==> config.mk <==
export PLATFORM = sky130hd
export DESIGN_NAME = lsa_cmd_queue
export DESIGN_NICKNAME = d
export VERILOG_FILES = /design/src/rtl/lsa_pkg.sv /design/src/rtl/lsa_cmd_queue.sv
export SDC_FILE = /design/constraint.sdc
export NUM_CORES = 1
export LEC_CHECK = 0
export BUFFER_PORTS_ARGS = -buffer_cell sky130_fd_sc_hd__buf_4
export CAP_MARGIN = 20
export CORE_ASPECT_RATIO = 1.5
export CORE_MARGIN = 1.5
export CORE_UTILIZATION = 45
export DETAILED_ROUTE_END_ITERATION = 8
export PLACE_DENSITY_LB_ADDON = 0.2
export SLEW_MARGIN = 15
export SYNTH_ARGS = -nofsm -noshare
export SYNTH_HDL_FRONTEND = slang
export SYNTH_SLANG_ARGS = --single-unit
==> constraint.sdc <==
create_clock -name aclk -period 11.6 [get_ports aclk]
set_clock_uncertainty 0.1 [all_clocks]
set_input_delay 0.58 -clock aclk [delete_from_list [all_inputs] [get_ports aclk]]
set_output_delay 0.58 -clock aclk [all_outputs]
set_load 0.01 [all_outputs]
==> src/rtl/lsa_pkg.sv <==
// Package for the log sieve accumulator: sizes, command codes and the
// command word passed from the front end through the queue to the back end.
// No dependencies.
package lsa_pkg;

    // Sieve store geometry.
    localparam int SIEVE_DEPTH = 65536;
    localparam int SIEVE_AW    = $clog2(SIEVE_DEPTH);
    localparam int LEN_W       = SIEVE_AW + 1;

    // Field widths of an input word.
    localparam int ACT_W   = 2;
    localparam int PRIME_W = 24;
    localparam int SIZE_W  = 8;
    localparam int ROOT_W  = 24;
    localparam int POS_W   = 16;

    // A walk position is a root, or past the store by up to one prime.
    localparam int WALK_W = PRIME_W + 1;

    // Configuration registers.
    localparam int CFG_IDX_W  = 2;
    localparam int CFG_DATA_W = 17;
    localparam logic [CFG_IDX_W-1:0] REG_FILL_VALUE    = 2'd0;
    localparam logic [CFG_IDX_W-1:0] REG_ACTIVE_LENGTH = 2'd1;
    localparam logic [CFG_IDX_W-1:0] REG_THRESHOLD     = 2'd2;
    localparam logic [CFG_DATA_W-1:0] ACTIVE_LENGTH_RST = 17'h10000;

    // Action codes carried on the input tuser.
    localparam logic [ACT_W-1:0] ACT_CLEAR = 2'd0;
    localparam logic [ACT_W-1:0] ACT_SIEVE = 2'd1;
    localparam logic [ACT_W-1:0] ACT_READ  = 2'd2;

    // Bus widths.
    localparam int S_DATA_W = 96;
    localparam int M_DATA_W = 16;

    // Command queue.
    localparam int QUEUE_DEPTH = 2;
    localparam int QPTR_W      = $clog2(QUEUE_DEPTH);

    typedef enum logic [1:0] {
        KIND_NOP   = 2'd0,
        KIND_CLEAR = 2'd1,
        KIND_SIEVE = 2'd2,
        KIND_READ  = 2'd3
    } cmd_kind_t;

    // One classified command. For a clear, size carries the fill byte.
    typedef struct packed {
        cmd_kind_t               kind;
        logic [PRIME_W-1:0]      step;
        logic [SIZE_W-1:0]       size;
        logic [ROOT_W-1:0]       root_one;
        logic [ROOT_W-1:0]       root_two;
        logic [SIEVE_AW-1:0]     addr;
        logic [LEN_W-1:0]        len;
    } cmd_t;

endpackage

==> src/rtl/lsa_cmd_queue.sv <==
// Short command queue between the front and back ends of the log sieve
// accumulator. Depends on lsa_pkg.
module lsa_cmd_queue (
    input  logic           aclk,
    input  logic           aresetn,
    input  logic           push,
    input  lsa_pkg::cmd_t  push_cmd,
    output logic           full,
    input  logic           pop,
    output logic           head_valid,
    output lsa_pkg::cmd_t  head_cmd
);

    lsa_pkg::cmd_t                entry_reg [lsa_pkg::QUEUE_DEPTH];
    logic [lsa_pkg::QPTR_W-1:0]   wr_ptr_reg;
    logic [lsa_pkg::QPTR_W-1:0]   rd_ptr_reg;
    logic [lsa_pkg::QPTR_W:0]     count_reg;
    logic [lsa_pkg::QPTR_W:0]     count_next;

    assign full       = (count_reg == (lsa_pkg::QPTR_W + 1)'(lsa_pkg::QUEUE_DEPTH));
    assign head_valid = (count_reg != '0);
    assign head_cmd   = entry_reg[rd_ptr_reg];

    always_comb begin
        count_next = count_reg;
        if (push && !pop) begin
            count_next = count_reg + 1'b1;
        end else if (pop && !push) begin
            count_next = count_reg - 1'b1;
        end
    end

    always_ff @(posedge aclk) begin
        if (!aresetn) begin
            wr_ptr_reg <= '0;
            rd_ptr_reg <= '0;
            count_reg  <= '0;
        end else begin
            if (push) begin
                wr_ptr_reg <= wr_ptr_reg + 1'b1;
            end
            if (pop) begin
                rd_ptr_reg <= rd_ptr_reg + 1'b1;
            end
            count_reg <= count_next;
        end
    end

    always_ff @(posedge aclk) begin
        if (push) begin
            entry_reg[wr_ptr_reg] <= push_cmd;
        end
    end

endmodule

==> results.md <==
* Peak VDD IR at 0.128 mV
* GRT Total Usage at 15.8%
* Number of global-route vias before repair at 4809
* Share of cells above drive strength 1 at 60.5%
* Htree depth at 1
* Post-layout util at 59.9%
* Antenna violations before repair at 0
* Detailed Place HPWL at 10700 um
* Measured slew at the worst slew-check pin at 1.06 ns
* Crit share post-route at 30.9%
* Mapped Area at 8720 um2
* Area of the multi-input gates at 1610 um2
* Core box area at 19100 um2
* Fmax at 279 MHz
* Yosys warning count at 0
* Crit path DAT at 2.90 ns
* Die width at 117 um
* Synth top area cells: edfxtp_1 79%, mux2_4 8.6%, mux2_2 8.4%
* ANT cells at 0
* Final setup fails at 0
* Num rows at 62
* CTS buffer count at 23
* Critical Path End: head_cmd[99]
* Leak pwr at 4.38 nW
* Post-CTS setup buffer count at 0
* CP endpoint kind: output port
* Syn_area_per_cell at 22.9 um2
* Nets at 751
* Grt met2 use at 28.7%
* Syn Nets at 500
* Worst Path Class, Setup: register to output port
* # IOs at 236
* Total grt overflow at 0
* Post-synth top area cell: edfxtp_1
* Met3 Use GR at 4.34%
* Post-cts gate resize count at 0
* Residual DRC at 0
* Switching share of power at 20.9%
* Max cap viols at 0
* DR vias at 4296
* Starting Density at 45.7%
* R2R Path Start: wr_ptr_reg
* Dpl cell area at 10700 um2
* Clk sinks at 235
* Root buffer cell: clkbuf_16
* Relative slew slack at 29.6%
* Pwr per Cell Area at 168 nW/um2
* First-pass GRT wire length at 24300 um
* Number of port buffers at 235
* Filler Cell Count at 1487
* Critical path launch point type: register
* Synth unique cells at 18
* Setup tns final at 0 ns
* Antenna viol nets, final at 0
* TritonCTS clock tree: done
* #FFs+latches synth at 235
* Slew Limit Fails at 0
* Worst reg2reg setup slack at 9.22 ns
* Hold Path Class: input pin to register
* Largest register FFs at 230
* Synthesized instance count at 380
* Clock slew at reported path FFs at 0.06 ns
* RSZ-0062 raised after global routing: false
* Min cycle time layout at 3.58 ns
* Routed vias/inst at 4.77
* Register area at 7010 um2
* Switching power at 0.401 mW
* Status: finished, final reports clean
* Reg-to-Reg End: entry_reg[1][53]
* Clock network fraction of total power at 36.0%
* Combinational power share at 11.8%
* Final instance area at 11400 um2
* Worst-skew pair later-pin latency at 0.49 ns
* Sequential fraction of the synthesis area at 80.4%
* CP required at 10.92 ns
* Hold_sp: push_cmd[5]
* Area grow syn2layout at 31.2%
* Sequential share of power at 52.1%
* CTS Buffer Depth at 3
* DRT Wirelength at 16000 um
* Die Ht at 173 um
* Quantity of hold-fixing buffers added after cts at 0
* Worst Path Max Fanout at 66
* Drt wl/cell at 17.8 um
* Reg2reg path depth at 2
* M1 GR Usage at 16.8%
* 1st-iter DRT viols at 196
* Gr busiest metal: met2
* Total iterations of the first detailed-routing run at 4
* Gp weighted congestion at 0.742
* P_int at 1.52 mW
* Hold Violations, Final at 0
* Largest net degree at the start of global routing at 67
* Die area at 20200 um2
* Share of the synthesized area in the top cell type at 79.2%
[logic make-up (layout without fill, tap and decap cells)]
logic type	Yosys count	after routing	synth area share, %
AO/OA/AOI/OAI	3	3	0.230
XOR/XNOR	3	3	0.301
adder cells (fa/ha/maj)	1	1	0.143
buffers and inverters	14	279	1.29
flip-flops	235	235	80.4
multiplexers	115	115	17.0
AND/OR/NAND/NOR	9	9	0.660
[stage by stage]
step	setup slack, ns	std cells	total power, mW	hold slack, ns
6_report	8.02	901	1.92	0.170
3_3_place_gp	8.51	862	1.24	0.383
3_5_place_dp	8.49	862	1.25	0.440
4_1_cts	7.95	901	1.95	0.145
2_1_floorplan	5.29	380	1.14	0.369
5_1_grt	7.86	901	1.99	0.147
[cell usage in the layout (no fill, tap or decap)]
| cell | n |
|---|---|
| clkinv_2 | 6 |
| xor2_1 | 2 |
| xnor2_1 | 1 |
| o21ai_0 | 1 |
| dfxtp_4 | 1 |
| edfxtp_1 | 230 |
| nor2b_1 | 1 |
| ha_1 | 1 |
| mux2_2 | 65 |
| mux2_4 | 50 |
| inv_1 | 1 |
| clkinv_1 | 6 |
| clkinv_4 | 1 |
| buf_4 | 239 |
| bufinv_16 | 2 |
| or3_1 | 1 |
| clkbuf_1 | 1 |
| clkbuf_16 | 23 |
| dfxtp_1 | 4 |
| nor2b_4 | 1 |
| a21boi_0 | 1 |
| and2b_1 | 1 |
| and2_4 | 1 |
| o21a_1 | 1 |
| and2_1 | 3 |
| or2_2 | 1 |
[power groups by stage]
stage / clock network, mW / registers (mW) / logic (mW)
global route: 0.740 / 1.01 / 0.242
floorplan: 0 / 1.01 / 0.124
finish: 0.692 / 1.00 / 0.227
CTS: 0.713 / 1.00 / 0.231
global placement: 0 / 1.02 / 0.226
detailed placement: 0 / 1.02 / 0.230
[layer usage]
| layer | part of all wire (%) | wire, um | up-vias |
|---|---|---|---|
| met5 | 0 | 0 | - |
| met4 | 3.4 | 544 | 0 |
| met3 | 8.1 | 1290 | 35 |
| met2 | 55 | 8780 | 158 |
| met1 | 34 | 5430 | 2100 |
| li1 | - | - | 2003 |
[how the worst min path moves through the flow]
stage | endpoint | slack (ns) | depth (start not counted)
floorplan | count_reg[1] | 0.37 | 2
global placement | count_reg[1] | 0.38 | 2
detailed placement | count_reg[1] | 0.44 | 2
CTS | entry_reg[0][5] | 0.14 | 1
global route | entry_reg[0][88] | 0.15 | 1
finish | entry_reg[0][5] | 0.17 | 1
[critical path: stages (launching register included)]
cell     delay (ns)
dfxtp_4        0.85
buf_4          0.86
mux2_2         0.42
buf_4          0.14
[synth_stat cells (all sizes together)]
master    n
a21boi    1
and2      4
and2b     1
buf      13
dfxtp     5
edfxtp  230
ha        1
inv       1
mux2    115
nor2b     2
o21a      1
o21ai     1
or2       1
or3       1
xnor2     1
xor2      2
[area by class of cell]
cell class | instances | area share [%]
clock inverter | 15 | 1.06
tap | 256 | 2.80
clock buffer | 24 | 5.06
multi-input combinational | 131 | 14.1
sequential | 235 | 61.3
timing repair buffer | 239 | 15.7
inverter | 1 | 0.0328
Note: power is estimated with default switching activity, not from simulation.
