**src/rtl/lsa_pkg.sv**
```systemverilog
// Package for the log sieve accumulator: sizes, command codes and the
// command word passed from the front end through the queue to the back end.
// No dependencies.
package lsa_pkg;

    // Sieve store geometry.
    localparam int SIEVE_DEPTH = 65536;
    localparam int SIEVE_AW    = $clog2(SIEVE_DEPTH);
    localparam int LEN_W       = SIEVE_AW + 1;

    // Field widths of an input word.
    localparam int ACT_W   = 2;
    localparam int PRIME_W = 24;
    localparam int SIZE_W  = 8;
    localparam int ROOT_W  = 24;
    localparam int POS_W   = 16;

    // A walk position is a root, or past the store by up to one prime.
    localparam int WALK_W = PRIME_W + 1;

    // Configuration registers.
    localparam int CFG_IDX_W  = 2;
    localparam int CFG_DATA_W = 17;
    localparam logic [CFG_IDX_W-1:0] REG_FILL_VALUE    = 2'd0;
    localparam logic [CFG_IDX_W-1:0] REG_ACTIVE_LENGTH = 2'd1;
    localparam logic [CFG_IDX_W-1:0] REG_THRESHOLD     = 2'd2;
    localparam logic [CFG_DATA_W-1:0] ACTIVE_LENGTH_RST = 17'h10000;

    // Action codes carried on the input tuser.
    localparam logic [ACT_W-1:0] ACT_CLEAR = 2'd0;
    localparam logic [ACT_W-1:0] ACT_SIEVE = 2'd1;
    localparam logic [ACT_W-1:0] ACT_READ  = 2'd2;

    // Bus widths.
    localparam int S_DATA_W = 96;
    localparam int M_DATA_W = 16;

    // Command queue.
    localparam int QUEUE_DEPTH = 2;
    localparam int QPTR_W      = $clog2(QUEUE_DEPTH);

    typedef enum logic [1:0] {
        KIND_NOP   = 2'd0,
        KIND_CLEAR = 2'd1,
        KIND_SIEVE = 2'd2,
        KIND_READ  = 2'd3
    } cmd_kind_t;

    // One classified command. For a clear, size carries the fill byte.
    typedef struct packed {
        cmd_kind_t               kind;
        logic [PRIME_W-1:0]      step;
        logic [SIZE_W-1:0]       size;
        logic [ROOT_W-1:0]       root_one;
        logic [ROOT_W-1:0]       root_two;
        logic [SIEVE_AW-1:0]     addr;
        logic [LEN_W-1:0]        len;
    } cmd_t;

endpackage

```
**src/rtl/lsa_front.sv**
```systemverilog
// Front end of the log sieve accumulator: configuration registers and the
// classifier that turns an input word into a command. Depends on lsa_pkg.
module lsa_front (
    input  logic                               aclk,
    input  logic                               aresetn,
    input  logic                               cfg_wr_en,
    input  logic [lsa_pkg::CFG_IDX_W-1:0]      cfg_index,
    input  logic [lsa_pkg::CFG_DATA_W-1:0]     cfg_wdata,
    input  logic                               s_tvalid,
    output logic                               s_tready,
    input  logic [lsa_pkg::S_DATA_W-1:0]       s_tdata,
    input  logic [lsa_pkg::ACT_W-1:0]          s_tuser,
    input  logic                               q_full,
    output logic                               q_push,
    output lsa_pkg::cmd_t                      q_push_cmd,
    output logic [lsa_pkg::SIZE_W-1:0]         threshold
);

    logic [lsa_pkg::SIZE_W-1:0]      fill_reg;
    logic [lsa_pkg::CFG_DATA_W-1:0]  active_len_reg;
    logic [lsa_pkg::SIZE_W-1:0]      thr_reg;

    logic [lsa_pkg::PRIME_W-1:0]     f_prime;
    logic [lsa_pkg::SIZE_W-1:0]      f_size;
    logic [lsa_pkg::ROOT_W-1:0]      f_root_one;
    logic [lsa_pkg::ROOT_W-1:0]      f_root_two;
    logic [lsa_pkg::POS_W-1:0]       f_position;
    logic [lsa_pkg::LEN_W-1:0]       used_len;
    logic                            pos_in_range;

    always_ff @(posedge aclk) begin
        if (!aresetn) begin
            fill_reg       <= '0;
            active_len_reg <= lsa_pkg::ACTIVE_LENGTH_RST;
            thr_reg        <= '0;
        end else if (cfg_wr_en) begin
            case (cfg_index)
                lsa_pkg::REG_FILL_VALUE:    fill_reg <= cfg_wdata[lsa_pkg::SIZE_W-1:0];
                lsa_pkg::REG_ACTIVE_LENGTH: active_len_reg <= cfg_wdata;
                lsa_pkg::REG_THRESHOLD:     thr_reg <= cfg_wdata[lsa_pkg::SIZE_W-1:0];
                default: ;
            endcase
        end
    end

    assign f_prime    = s_tdata[23:0];
    assign f_size     = s_tdata[31:24];
    assign f_root_one = s_tdata[55:32];
    assign f_root_two = s_tdata[79:56];
    assign f_position = s_tdata[95:80];

    // A length beyond the store is cut to the store depth.
    assign used_len = (32'(active_len_reg) > 32'(lsa_pkg::SIEVE_DEPTH))
                      ? lsa_pkg::LEN_W'(lsa_pkg::SIEVE_DEPTH)
                      : lsa_pkg::LEN_W'(active_len_reg);

    assign pos_in_range = (32'(f_position) < 32'(lsa_pkg::SIEVE_DEPTH));

    always_comb begin
        q_push_cmd.step     = f_prime;
        q_push_cmd.size     = f_size;
        q_push_cmd.root_one = f_root_one;
        q_push_cmd.root_two = f_root_two;
        q_push_cmd.addr     = lsa_pkg::SIEVE_AW'(f_position);
        q_push_cmd.len      = used_len;
        q_push_cmd.kind     = lsa_pkg::KIND_NOP;
        case (s_tuser)
            lsa_pkg::ACT_CLEAR: begin
                q_push_cmd.size = fill_reg;
                if (used_len != '0) begin
                    q_push_cmd.kind = lsa_pkg::KIND_CLEAR;
                end
            end
            lsa_pkg::ACT_SIEVE: begin
                // A zero second root means the prime is skipped.
                if (f_root_two != '0 && used_len != '0) begin
                    q_push_cmd.kind = lsa_pkg::KIND_SIEVE;
                end
            end
            lsa_pkg::ACT_READ: begin
                if (pos_in_range) begin
                    q_push_cmd.kind = lsa_pkg::KIND_READ;
                end
            end
            default: q_push_cmd.kind = lsa_pkg::KIND_NOP;
        endcase
    end

    assign s_tready  = !q_full;
    assign q_push    = s_tvalid && !q_full;
    assign threshold = thr_reg;

endmodule

```
**config.mk**
```make
export PLATFORM = sky130hd
export DESIGN_NAME = lsa_front
export DESIGN_NICKNAME = d
export VERILOG_FILES = /design/src/rtl/lsa_pkg.sv /design/src/rtl/lsa_front.sv
export SDC_FILE = /design/constraint.sdc
export NUM_CORES = 1
export LEC_CHECK = 0
export BUFFER_PORTS_ARGS = -buffer_cell sky130_fd_sc_hd__buf_2
export CAP_MARGIN = 20
export CELL_PAD_IN_SITES_DETAIL_PLACEMENT = 1
export CELL_PAD_IN_SITES_GLOBAL_PLACEMENT = 1
export CORE_UTILIZATION = 23
export CTS_BUF_LIST = sky130_fd_sc_hd__clkbuf_8
export DETAILED_ROUTE_END_ITERATION = 8
export PLACE_DENSITY_LB_ADDON = 0.1
export SLEW_MARGIN = 20
export SYNTH_ARGS = -nofsm -noshare
export SYNTH_HDL_FRONTEND = slang
export SYNTH_SLANG_ARGS = --single-unit
```
**constraint.sdc**
```tcl
create_clock -name aclk -period 1.5 [get_ports aclk]
set_input_delay 0.225 -clock aclk [delete_from_list [all_inputs] [get_ports aclk]]
set_output_delay 0.225 -clock aclk [all_outputs]
set_load 0.01 [all_outputs]
```
==> out/qor.yml, run 1 <==
final_layout:
  signed_area_change_from_the_synthesized_netlist_to_the_final_layout_pct: 25.3
  drive_above_1_share_pct: 58.4
  nets: 436
  antenna-diode-count: 0
  postLayoutCellArea_um2: 2830
  largest_register_ff_count: 17
critical_path:
  worst-path-max-fanout: 8
  timing.critical_path.arrival_ns: 1.61
  critPathRequiredTime_ns: 1.27
  crit_path_start_kind: "flop"
  cpMaxStageDelayCell: "dfxtp_2"
  cpPeakStageDelay_ns: 0.34
  worstPathCellList: "nor4_4 -> nand4_1 -> buf_4 -> nand2_8 -> and2_4 -> buf_6"
  cp.buffers_inverters: 2
  path_delay_family: "simple AND/OR/NAND/NOR gates"
  path_class: "flop to primary output"
  setup.worst_path.end_class: "primary output"
power_and_ir_drop:
  power-per-cell-area_nw_per_um2: 832
  power.static_leakage_nw: 1.33
  power.ir.vdd_worst_v: 0.000323
global_route:
  grt_antenna_before_repair: 0
  gr-total-overflow: 0
  first_global_vias: 1870
  pin_count_of_the_biggest_net_entering_global_routing: 34
  track_usage_pct: 14.0
  grt_pass1_wl_um: 10500
logic_synthesis:
  netlist.top_cell.by_area: "buf_4"
  synth_seq_area_share_pct: 29.3
  synth.net_count: 387
  synthesis.instances: 265
  synth_enable_flop_cells: 0
  synth_largest_type_area_fraction_pct: 30.3
  yosysUniqueCellTypes: 26
  netlist_area_um2: 2260
  synthFlopType: "dfxtp_1"
  postSynthAreaPerCell_um2: 8.51
  post_synth_main_area_contributors: "buf_4, dfxtp_1, mux2i_1, nand2_1, a21boi_0"
  synth-seq-cells: 33
  async_reset_ff_share_pct: 0
  synth_warnings: 0
sta:
  rsz0062_at_grt: "true"
  post-route-min-period_ns: 1.84
  tightest_slew_ns: 0.534
  worst_slew_margin_rel_pct: 64.3
  final-max-slew-violation-count: 0
  min_period_over_period_pct: 122
  hold_violations: 0
  worst_setup_margin_ns: -0.337
  final.setup.tns_ns: -5.92
  fmax_mhz: 544
  finalClockSkew_ns: 0
  setup_viol_count_final: 18
detailed_routing:
  drt_iter0_markers: 15
  routedWlPerCell_um: 16.1
  detailedRoute.firstPassIterationCount: 4
  viasPerCell: 4.15
  routed_wirelength_um: 7160
  detail-route-antenna-nets: 0
  top_signal_layer_used: "met4"
  drcViolationCount: 0
  vias: 1844
  routedLengthMet1_um: 2970
  met3WireLength_um: 726
  wl_met2_um: 3330
clock_tree:
  max-clock-path-buffers: 2
  clock_insertion_delay_at_the_later_pin_of_the_skew_report_ns: 0.29
  cts_tree: "yes"
  cts_root_buffer: "clkbuf_8"
  clkSlewWorstSetupHoldPaths_ns: 0.07
  tritoncts.num_buffers: 5
  cts-hold-fix-buffers: 0
  h_tree_depth: 2
  cts.sinks: 33
floorplan:
  design.die.area_um2: 10200
  die-width_um: 101
  start_util_pct: 24.1
  design.core.area_um2: 9370
  std_cell_rows: 35
  height_of_the_die_um: 101
  ios: 247
placement:
  gp_routability_congestion: 0.685
  hpwl_um: 5490
  placement.cell_area_um2: 2450
  port-buffer-count: 118
min_path:
  worst_hold_path_type: "input pin to flop"
status:
  failed_checks: "negative setup slack"
  outcome: "finished, violations left"
flow_run:
  cap_violations: 0
==> cell usage in the layout, fill, tap and decap left out <==
| cell | instances |
|---|---|
| a21boi_0 | 15 |
| a21boi_1 | 1 |
| and2_4 | 16 |
| and3b_1 | 1 |
| buf_12 | 1 |
| buf_2 | 102 |
| buf_4 | 19 |
| buf_6 | 17 |
| bufinv_16 | 1 |
| clkbuf_8 | 6 |
| dfxtp_1 | 29 |
| dfxtp_2 | 4 |
| inv_1 | 2 |
| mux2_2 | 8 |
| mux2i_1 | 16 |
| nand2_1 | 35 |
| nand2_8 | 2 |
| nand3_1 | 2 |
| nand3b_1 | 1 |
| nand3b_2 | 1 |
| nand4_1 | 2 |
| nor2_1 | 3 |
| nor2_2 | 1 |
| nor2b_1 | 17 |
| nor3_1 | 1 |
| nor3_4 | 1 |
| nor3b_2 | 1 |
| nor4_1 | 5 |
| nor4_4 | 4 |
| nor4b_1 | 1 |
==> final timing paths <==
path                      start  slack [ns]  cells after the start            endpoint
min reg2reg        threshold[5]        0.52                      2        threshold[5]
max reg2reg  active_len_reg[16]        0.58                      2  active_len_reg[16]
max           active_len_reg[6]       -0.34                      6       q_push_cmd[9]
min               cfg_wdata[16]        0.15                      3  active_len_reg[16]
==> routing by layer <==
metal,GRT usage [%],up-vias
met5,0,-
met4,4.91,0
met3,6.17,23
met2,23.2,103
met1,16.0,842
li1,-,876
==> worst reg2reg max path, delay by kind of cell, from the launching register on <==
kind / cells / cell delay, ns
AND/OR/NAND/NOR: 2 / 0.20
flip-flops: 1 / 0.66
==> where the power goes <==
group	internal [mW]	total, mW	switching [mW]
logic	0.270	0.536	0.266
registers	0.907	0.935	0.0284
clock network	0.535	0.880	0.345
total	1.71	2.35	0.639
==> Yosys cell counts, types with 2 or more instances <==
library cell  count
buf_2             2
mux2_2            8
clkbuf_1          4
nor2_1            3
a21boi_0         15
and2_2            6
and2_1           10
nor4_1            9
nand4_1           2
buf_4            91
nor3_1            2
nand2_1          35
nand3_1           2
mux2i_1          16
dfxtp_1          33
nor2b_1          17
==> final cells by class <==
type	count	area [um2]
repair buffers	139	865
flip-flops and latches	33	666
well taps	129	161
multi-input cells	134	1010
fillers	1151	6550
clock buffers	6	82.6
clock inverters	2	33.8
inverters	1	3.75
==> through the flow <==
| step | utilization (%) | hold slack [ns] | std cells | power, mW | setup slack, ns |
|---|---|---|---|---|---|
| floorplan | - | 0.349 | 265 | 1.36 | 0.173 |
| global placement | 26.1 | 0.443 | 433 | 1.38 | -0.260 |
| detailed placement | 26.1 | 0.443 | 433 | 1.38 | -0.234 |
| CTS | 29.9 | 0.148 | 444 | 2.38 | -0.325 |
| global route | 30.2 | 0.139 | 444 | 2.49 | -0.433 |
| finish | 30.2 | 0.154 | 444 | 2.35 | -0.337 |
==> timing repair <==
item | in CTS | in global routing
hold endpoints to repair | 0 | 0
gates resized for setup | 44 | 7
pin swaps | 18 | 6
cloned | 1 | 0
endpoints found under the setup margin | 18 | 18
buffers inserted | 2 | 0
==> cell families after synthesis <==
group | after synthesis | share of synthesized area [%]
AND/OR/NAND/NOR | 93 | 22.2
AO/OA/AOI/OAI | 16 | 5.32
buffers and inverters | 99 | 32.1
multiplexers | 24 | 11.1
flip-flops | 33 | 29.3
(Power assumes the default switching activity.)
==> inputs of run 2 (changes only) <==
--- a/config.mk
+++ b/config.mk
@@ -9,8 +9,7 @@
 export CAP_MARGIN = 20
 export CELL_PAD_IN_SITES_DETAIL_PLACEMENT = 1
 export CELL_PAD_IN_SITES_GLOBAL_PLACEMENT = 1
-export CORE_UTILIZATION = 23
-export CTS_BUF_LIST = sky130_fd_sc_hd__clkbuf_8
+export CORE_UTILIZATION = 22
 export DETAILED_ROUTE_END_ITERATION = 8
 export PLACE_DENSITY_LB_ADDON = 0.1
 export SLEW_MARGIN = 20
==> out/qor.yml, run 2 (synthesis results as in run 1) <==
placement:
  cell_count_post_placement: 441
  gp_routability_congestion: 0.679
  hpwl_um: 5720
  placement.cell_area_um2: 2480
  place_worst_setup_slack_ns: -0.344
  port-buffer-count: 118
power_and_ir_drop:
  power.static_leakage_nw: 1.32
  power_mw: 2.12
  power.ir.vdd_worst_v: 0.000333
  p_int_mw: 1.49
  clock_power_share_pct: 31.4
  power-per-cell-area_nw_per_um2: 759
  switching_share_pct: 29.7
  pwr-share-comb_pct: 24.8
  sequentialPowerShare_pct: 43.8
  power.net_switching_mw: 0.630
critical_path:
  cpMaxStageDelayCell: "dfxtp_2"
  path_class: "flop to primary output"
  cpPeakStageDelay_ns: 0.33
  cp_num_cells: 7
  crit_path_start_kind: "flop"
  critPathRequiredTime_ns: 1.27
  setup.worst_path.end_class: "primary output"
  cp.buffers_inverters: 3
  r2r_cells: 2
  worst-path-max-fanout: 3
  path_delay_family: "simple AND/OR/NAND/NOR gates"
  timing.critical_path.arrival_ns: 1.66
  worstPathCellList: "nor4_2 -> buf_4 -> nand4_1 -> buf_6 -> nor3_4 -> nor4b_2 -> buf_2"
final_layout:
  postLayoutCellArea_um2: 2800
  final_cell_count_no_fill: 452
  layout_common_cells: "buf_2, nand2_1, dfxtp_1"
  antenna-diode-count: 0
  finish.utilization_pct: 28.4
  largest_register_ff_count: 17
  signed_area_change_from_the_synthesized_netlist_to_the_final_layout_pct: 24.0
  most_common_cell_after_layout_fill_and_taps_aside: "buf_2"
  nets: 440
  drive_above_1_share_pct: 58.0
clock_tree:
  h_tree_depth: 2
  max-clock-path-buffers: 2
  tritoncts.num_buffers: 5
  cts_tree: "yes"
  clkSlewWorstSetupHoldPaths_ns: 0.07
  cts_root_buffer: "clkbuf_8"
  clock_insertion_delay_at_the_later_pin_of_the_skew_report_ns: 0.29
  cts.sinks: 33
  cts-hold-fix-buffers: 0
sta:
  setup_viol_count_final: 18
  min_period_over_period_pct: 126
  hold_violations: 0
  final-max-slew-violation-count: 0
  finalClockSkew_ns: 0
  final.setup.tns_ns: -6.43
  worst_slew_margin_rel_pct: 65.1
  worst_setup_margin_ns: -0.383
  whs_ns: 0.170
  tightest_slew_ns: 0.523
  post-route-min-period_ns: 1.88
  fmax_mhz: 531
  rsz0062_at_grt: "true"
status:
  failed_checks: "negative setup slack"
  outcome: "finished, violations left"
detailed_routing:
  vias: 1856
  routedWlPerCell_um: 16.0
  detailedRoute.firstPassIterationCount: 4
  viasPerCell: 4.11
  drcViolationCount: 0
  drt_iter0_markers: 39
  detail-route-antenna-nets: 0
  routed_wirelength_um: 7250
floorplan:
  height_of_the_die_um: 103
  design.core.area_um2: 9860
  die-width_um: 103
  design.die.area_um2: 10700
  std_cell_rows: 36
  start_util_pct: 22.9
  ios: 247
global_route:
  pin_count_of_the_biggest_net_entering_global_routing: 34
  first_global_vias: 1905
  gr-total-overflow: 0
  grt_pass1_wl_um: 10500
  track_usage_pct: 13.7
  grt_antenna_before_repair: 0
min_path:
  worstHoldPathCells: 3
  worst_hold_path_type: "input pin to flop"
flow_run:
  cap_violations: 0
run 2: worst paths after layout:
kind                            slack, ns                  to               start
worst max-delay path                -0.38     q_push_cmd[114]  active_len_reg[14]
worst min-delay path                 0.17  active_len_reg[16]       cfg_wdata[16]
worst max register to register       0.59  active_len_reg[16]  active_len_reg[16]
worst min register to register       0.51   active_len_reg[1]   active_len_reg[1]
run 2: what timing repair did:
item                       CTS  global route
pin swaps                   14             4
setup endpoints to repair   18            18
resized for setup           35            10
gates cloned                 1             0
setup buffers                2             0
run 2: worst reg2reg max path, stage by stage, from the launching register on:
cell,delay (ns)
dfxtp_1,0.65
nand2_1,0.10
nand3_1,0.10
run 2: power groups by stage:
stage / logic [mW] / registers [mW] / clock network [mW]
after detailed placement: 0.451 / 0.943 / 0
after global placement: 0.451 / 0.943 / 0
after CTS: 0.535 / 0.931 / 0.703
after global routing: 0.584 / 0.934 / 0.741
final: 0.527 / 0.930 / 0.666
after floorplan: 0.422 / 0.943 / 0
run 2: cell type report:
type                            count  area [um2]
Multi-Input combinational cell    134         988
Inverter                            1        3.75
Fill cell                        1198        7070
Tap cell                          133         166
Clock buffer                        6        72.6
Timing Repair Buffer              143         895
Sequential cell                    33         662
Clock inverter                      2        10.0
run 2: routing by layer:
layer	GRT usage, %	part of all wire (%)	vias to the layer above
li1	-	-	879
met1	14.3	37	862
met2	24.6	51	93
met3	5.44	9.8	22
met4	5.31	2.2	0
met5	0	0	-
==> inputs of run 3 (changes only) <==
--- a/config.mk
+++ b/config.mk
@@ -9,6 +9,7 @@
 export CAP_MARGIN = 20
 export CELL_PAD_IN_SITES_DETAIL_PLACEMENT = 1
 export CELL_PAD_IN_SITES_GLOBAL_PLACEMENT = 1
+export CORE_MARGIN = 2
 export CORE_UTILIZATION = 22
 export DETAILED_ROUTE_END_ITERATION = 8
 export PLACE_DENSITY_LB_ADDON = 0.1
==> out/qor.yml, run 3 (synthesis results as in run 1) <==
power_and_ir_drop:
  power-per-cell-area_nw_per_um2: 771
  power.ir.vdd_worst_v: 0.000246
  power_mw: 2.02
  power.static_leakage_nw: 1.27
detailed_routing:
  detailedRoute.firstPassIterationCount: 4
  viasPerCell: 4.10
  detail-route-antenna-nets: 0
  vias: 1827
  routed_wirelength_um: 6820
  drcViolationCount: 0
  drt_iter0_markers: 61
  routedWlPerCell_um: 15.3
final_layout:
  finish.utilization_pct: 26.6
  layout.filler_cells: 1217
  layout_common_cells: "buf_2, nand2_1, dfxtp_1"
  final_cell_count_no_fill: 446
  most_common_cell_after_layout_fill_and_taps_aside: "buf_2"
  signed_area_change_from_the_synthesized_netlist_to_the_final_layout_pct: 16.1
  nets: 436
  largest_register_ff_count: 17
  drive_above_1_share_pct: 55.0
  antenna-diode-count: 0
floorplan:
  die-width_um: 105
  ios: 247
  height_of_the_die_um: 105
  design.die.area_um2: 11100
  std_cell_rows: 36
  design.core.area_um2: 9860
  start_util_pct: 22.9
global_route:
  grt_pass1_wl_um: 10200
  track_usage_pct: 11.9
  pin_count_of_the_biggest_net_entering_global_routing: 34
  gr-total-overflow: 0
  first_global_vias: 1814
  grt_antenna_before_repair: 0
sta:
  min_period_over_period_pct: 121
  worst_slew_margin_rel_pct: 64.7
  fmax_mhz: 549
  setup_viol_count_final: 18
  finalClockSkew_ns: 0
  worst_setup_margin_ns: -0.321
  final-max-slew-violation-count: 0
  hold_violations: 0
  tightest_slew_ns: 0.529
  post-route-min-period_ns: 1.82
  rsz0062_at_grt: "true"
  whs_ns: 0.158
placement:
  gp_routability_congestion: 0.648
  hpwl_um: 5410
  cell_count_post_placement: 439
  port-buffer-count: 118
clock_tree:
  cts_root_buffer: "clkbuf_8"
  clkSlewWorstSetupHoldPaths_ns: 0.07
  max-clock-path-buffers: 2
  cts-hold-fix-buffers: 0
  cts.sinks: 33
  tritoncts.num_buffers: 5
  h_tree_depth: 2
  cts_tree: "yes"
  clock_insertion_delay_at_the_later_pin_of_the_skew_report_ns: 0.27
critical_path:
  setup.worst_path.end_class: "primary output"
  timing.critical_path.arrival_ns: 1.60
  crit_path_start_kind: "flop"
  path_class: "flop to primary output"
  worst-path-max-fanout: 3
  critPathRequiredTime_ns: 1.27
status:
  failed_checks: "negative setup slack"
  outcome: "finished, violations left"
flow_run:
  cap_violations: 0
min_path:
  worst_hold_path_type: "input pin to flop"
-- run 3: critical path, stage by stage (launching register included) --
cell and delay (ns):
dfxtp_2 0.34, nor4_4 0.28, nand4_1 0.13, buf_6 0.16, nor3_4 0.11, buf_6 0.12, nor4b_2 0.04, buf_2 0.14
-- run 3: through the flow --
step                      setup WS [ns]  instance area (um2)  TNS, ns
after floorplan                   0.173                 2260        0
after global placement           -0.295                 2470    -4.91
after detailed placement         -0.336                 2470    -5.35
after CTS                        -0.357                 2600    -5.85
after global routing             -0.466                 2620    -7.72
final                            -0.321                 2620    -5.05
-- run 3: power breakdown --
group / switching, mW / internal (mW) / total, mW / leakage [nW]
registers: 0.0234 / 0.907 / 0.930 / 0.269
clock network: 0.318 / 0.305 / 0.623 / 0.0399
logic: 0.239 / 0.229 / 0.468 / 0.959
total: 0.580 / 1.44 / 2.02 / 1.27
-- run 3: worst paths after layout --
| check | from | depth (start not counted) | slack [ns] | end |
|---|---|---|---|---|
| setup / recovery | active_len_reg[4] | 7 | -0.32 | q_push_cmd[114] |
| hold / removal | cfg_wdata[16] | 3 | 0.16 | active_len_reg[16] |
| setup reg to reg | active_len_reg[16] | 2 | 0.70 | active_len_reg[16] |
| hold reg to reg | threshold[0] | 2 | 0.52 | threshold[0] |
-- run 3: area by class of cell --
class | instances | area, um2 | share of cell area, %
clock inverters | 1 | 5.00 | 0.191
repair buffers | 139 | 768 | 29.3
well taps | 133 | 166 | 6.35
inverters | 1 | 3.75 | 0.143
multi-input cells | 134 | 945 | 36.1
clock buffers | 5 | 68.8 | 2.63
flip-flops and latches | 33 | 663 | 25.3
-- run 3: per-layer routing --
layer  wire (um)  global-route usage [%]  part of all wire [%]
met2        3270                    20.5                    48
met3         651                    4.95                   9.5
met5           0                       0                     0
met4         107                    3.81                   1.6
met1        2790                    13.3                    41
-- run 3: repair_timing --
action / 4_1_cts / 5_1_grt
gates cloned: 1 / 0
setup endpoints to repair: 18 / 18
setup buffers: 1 / 0
gates resized for setup: 10 / 4
pin swaps: 4 / 1
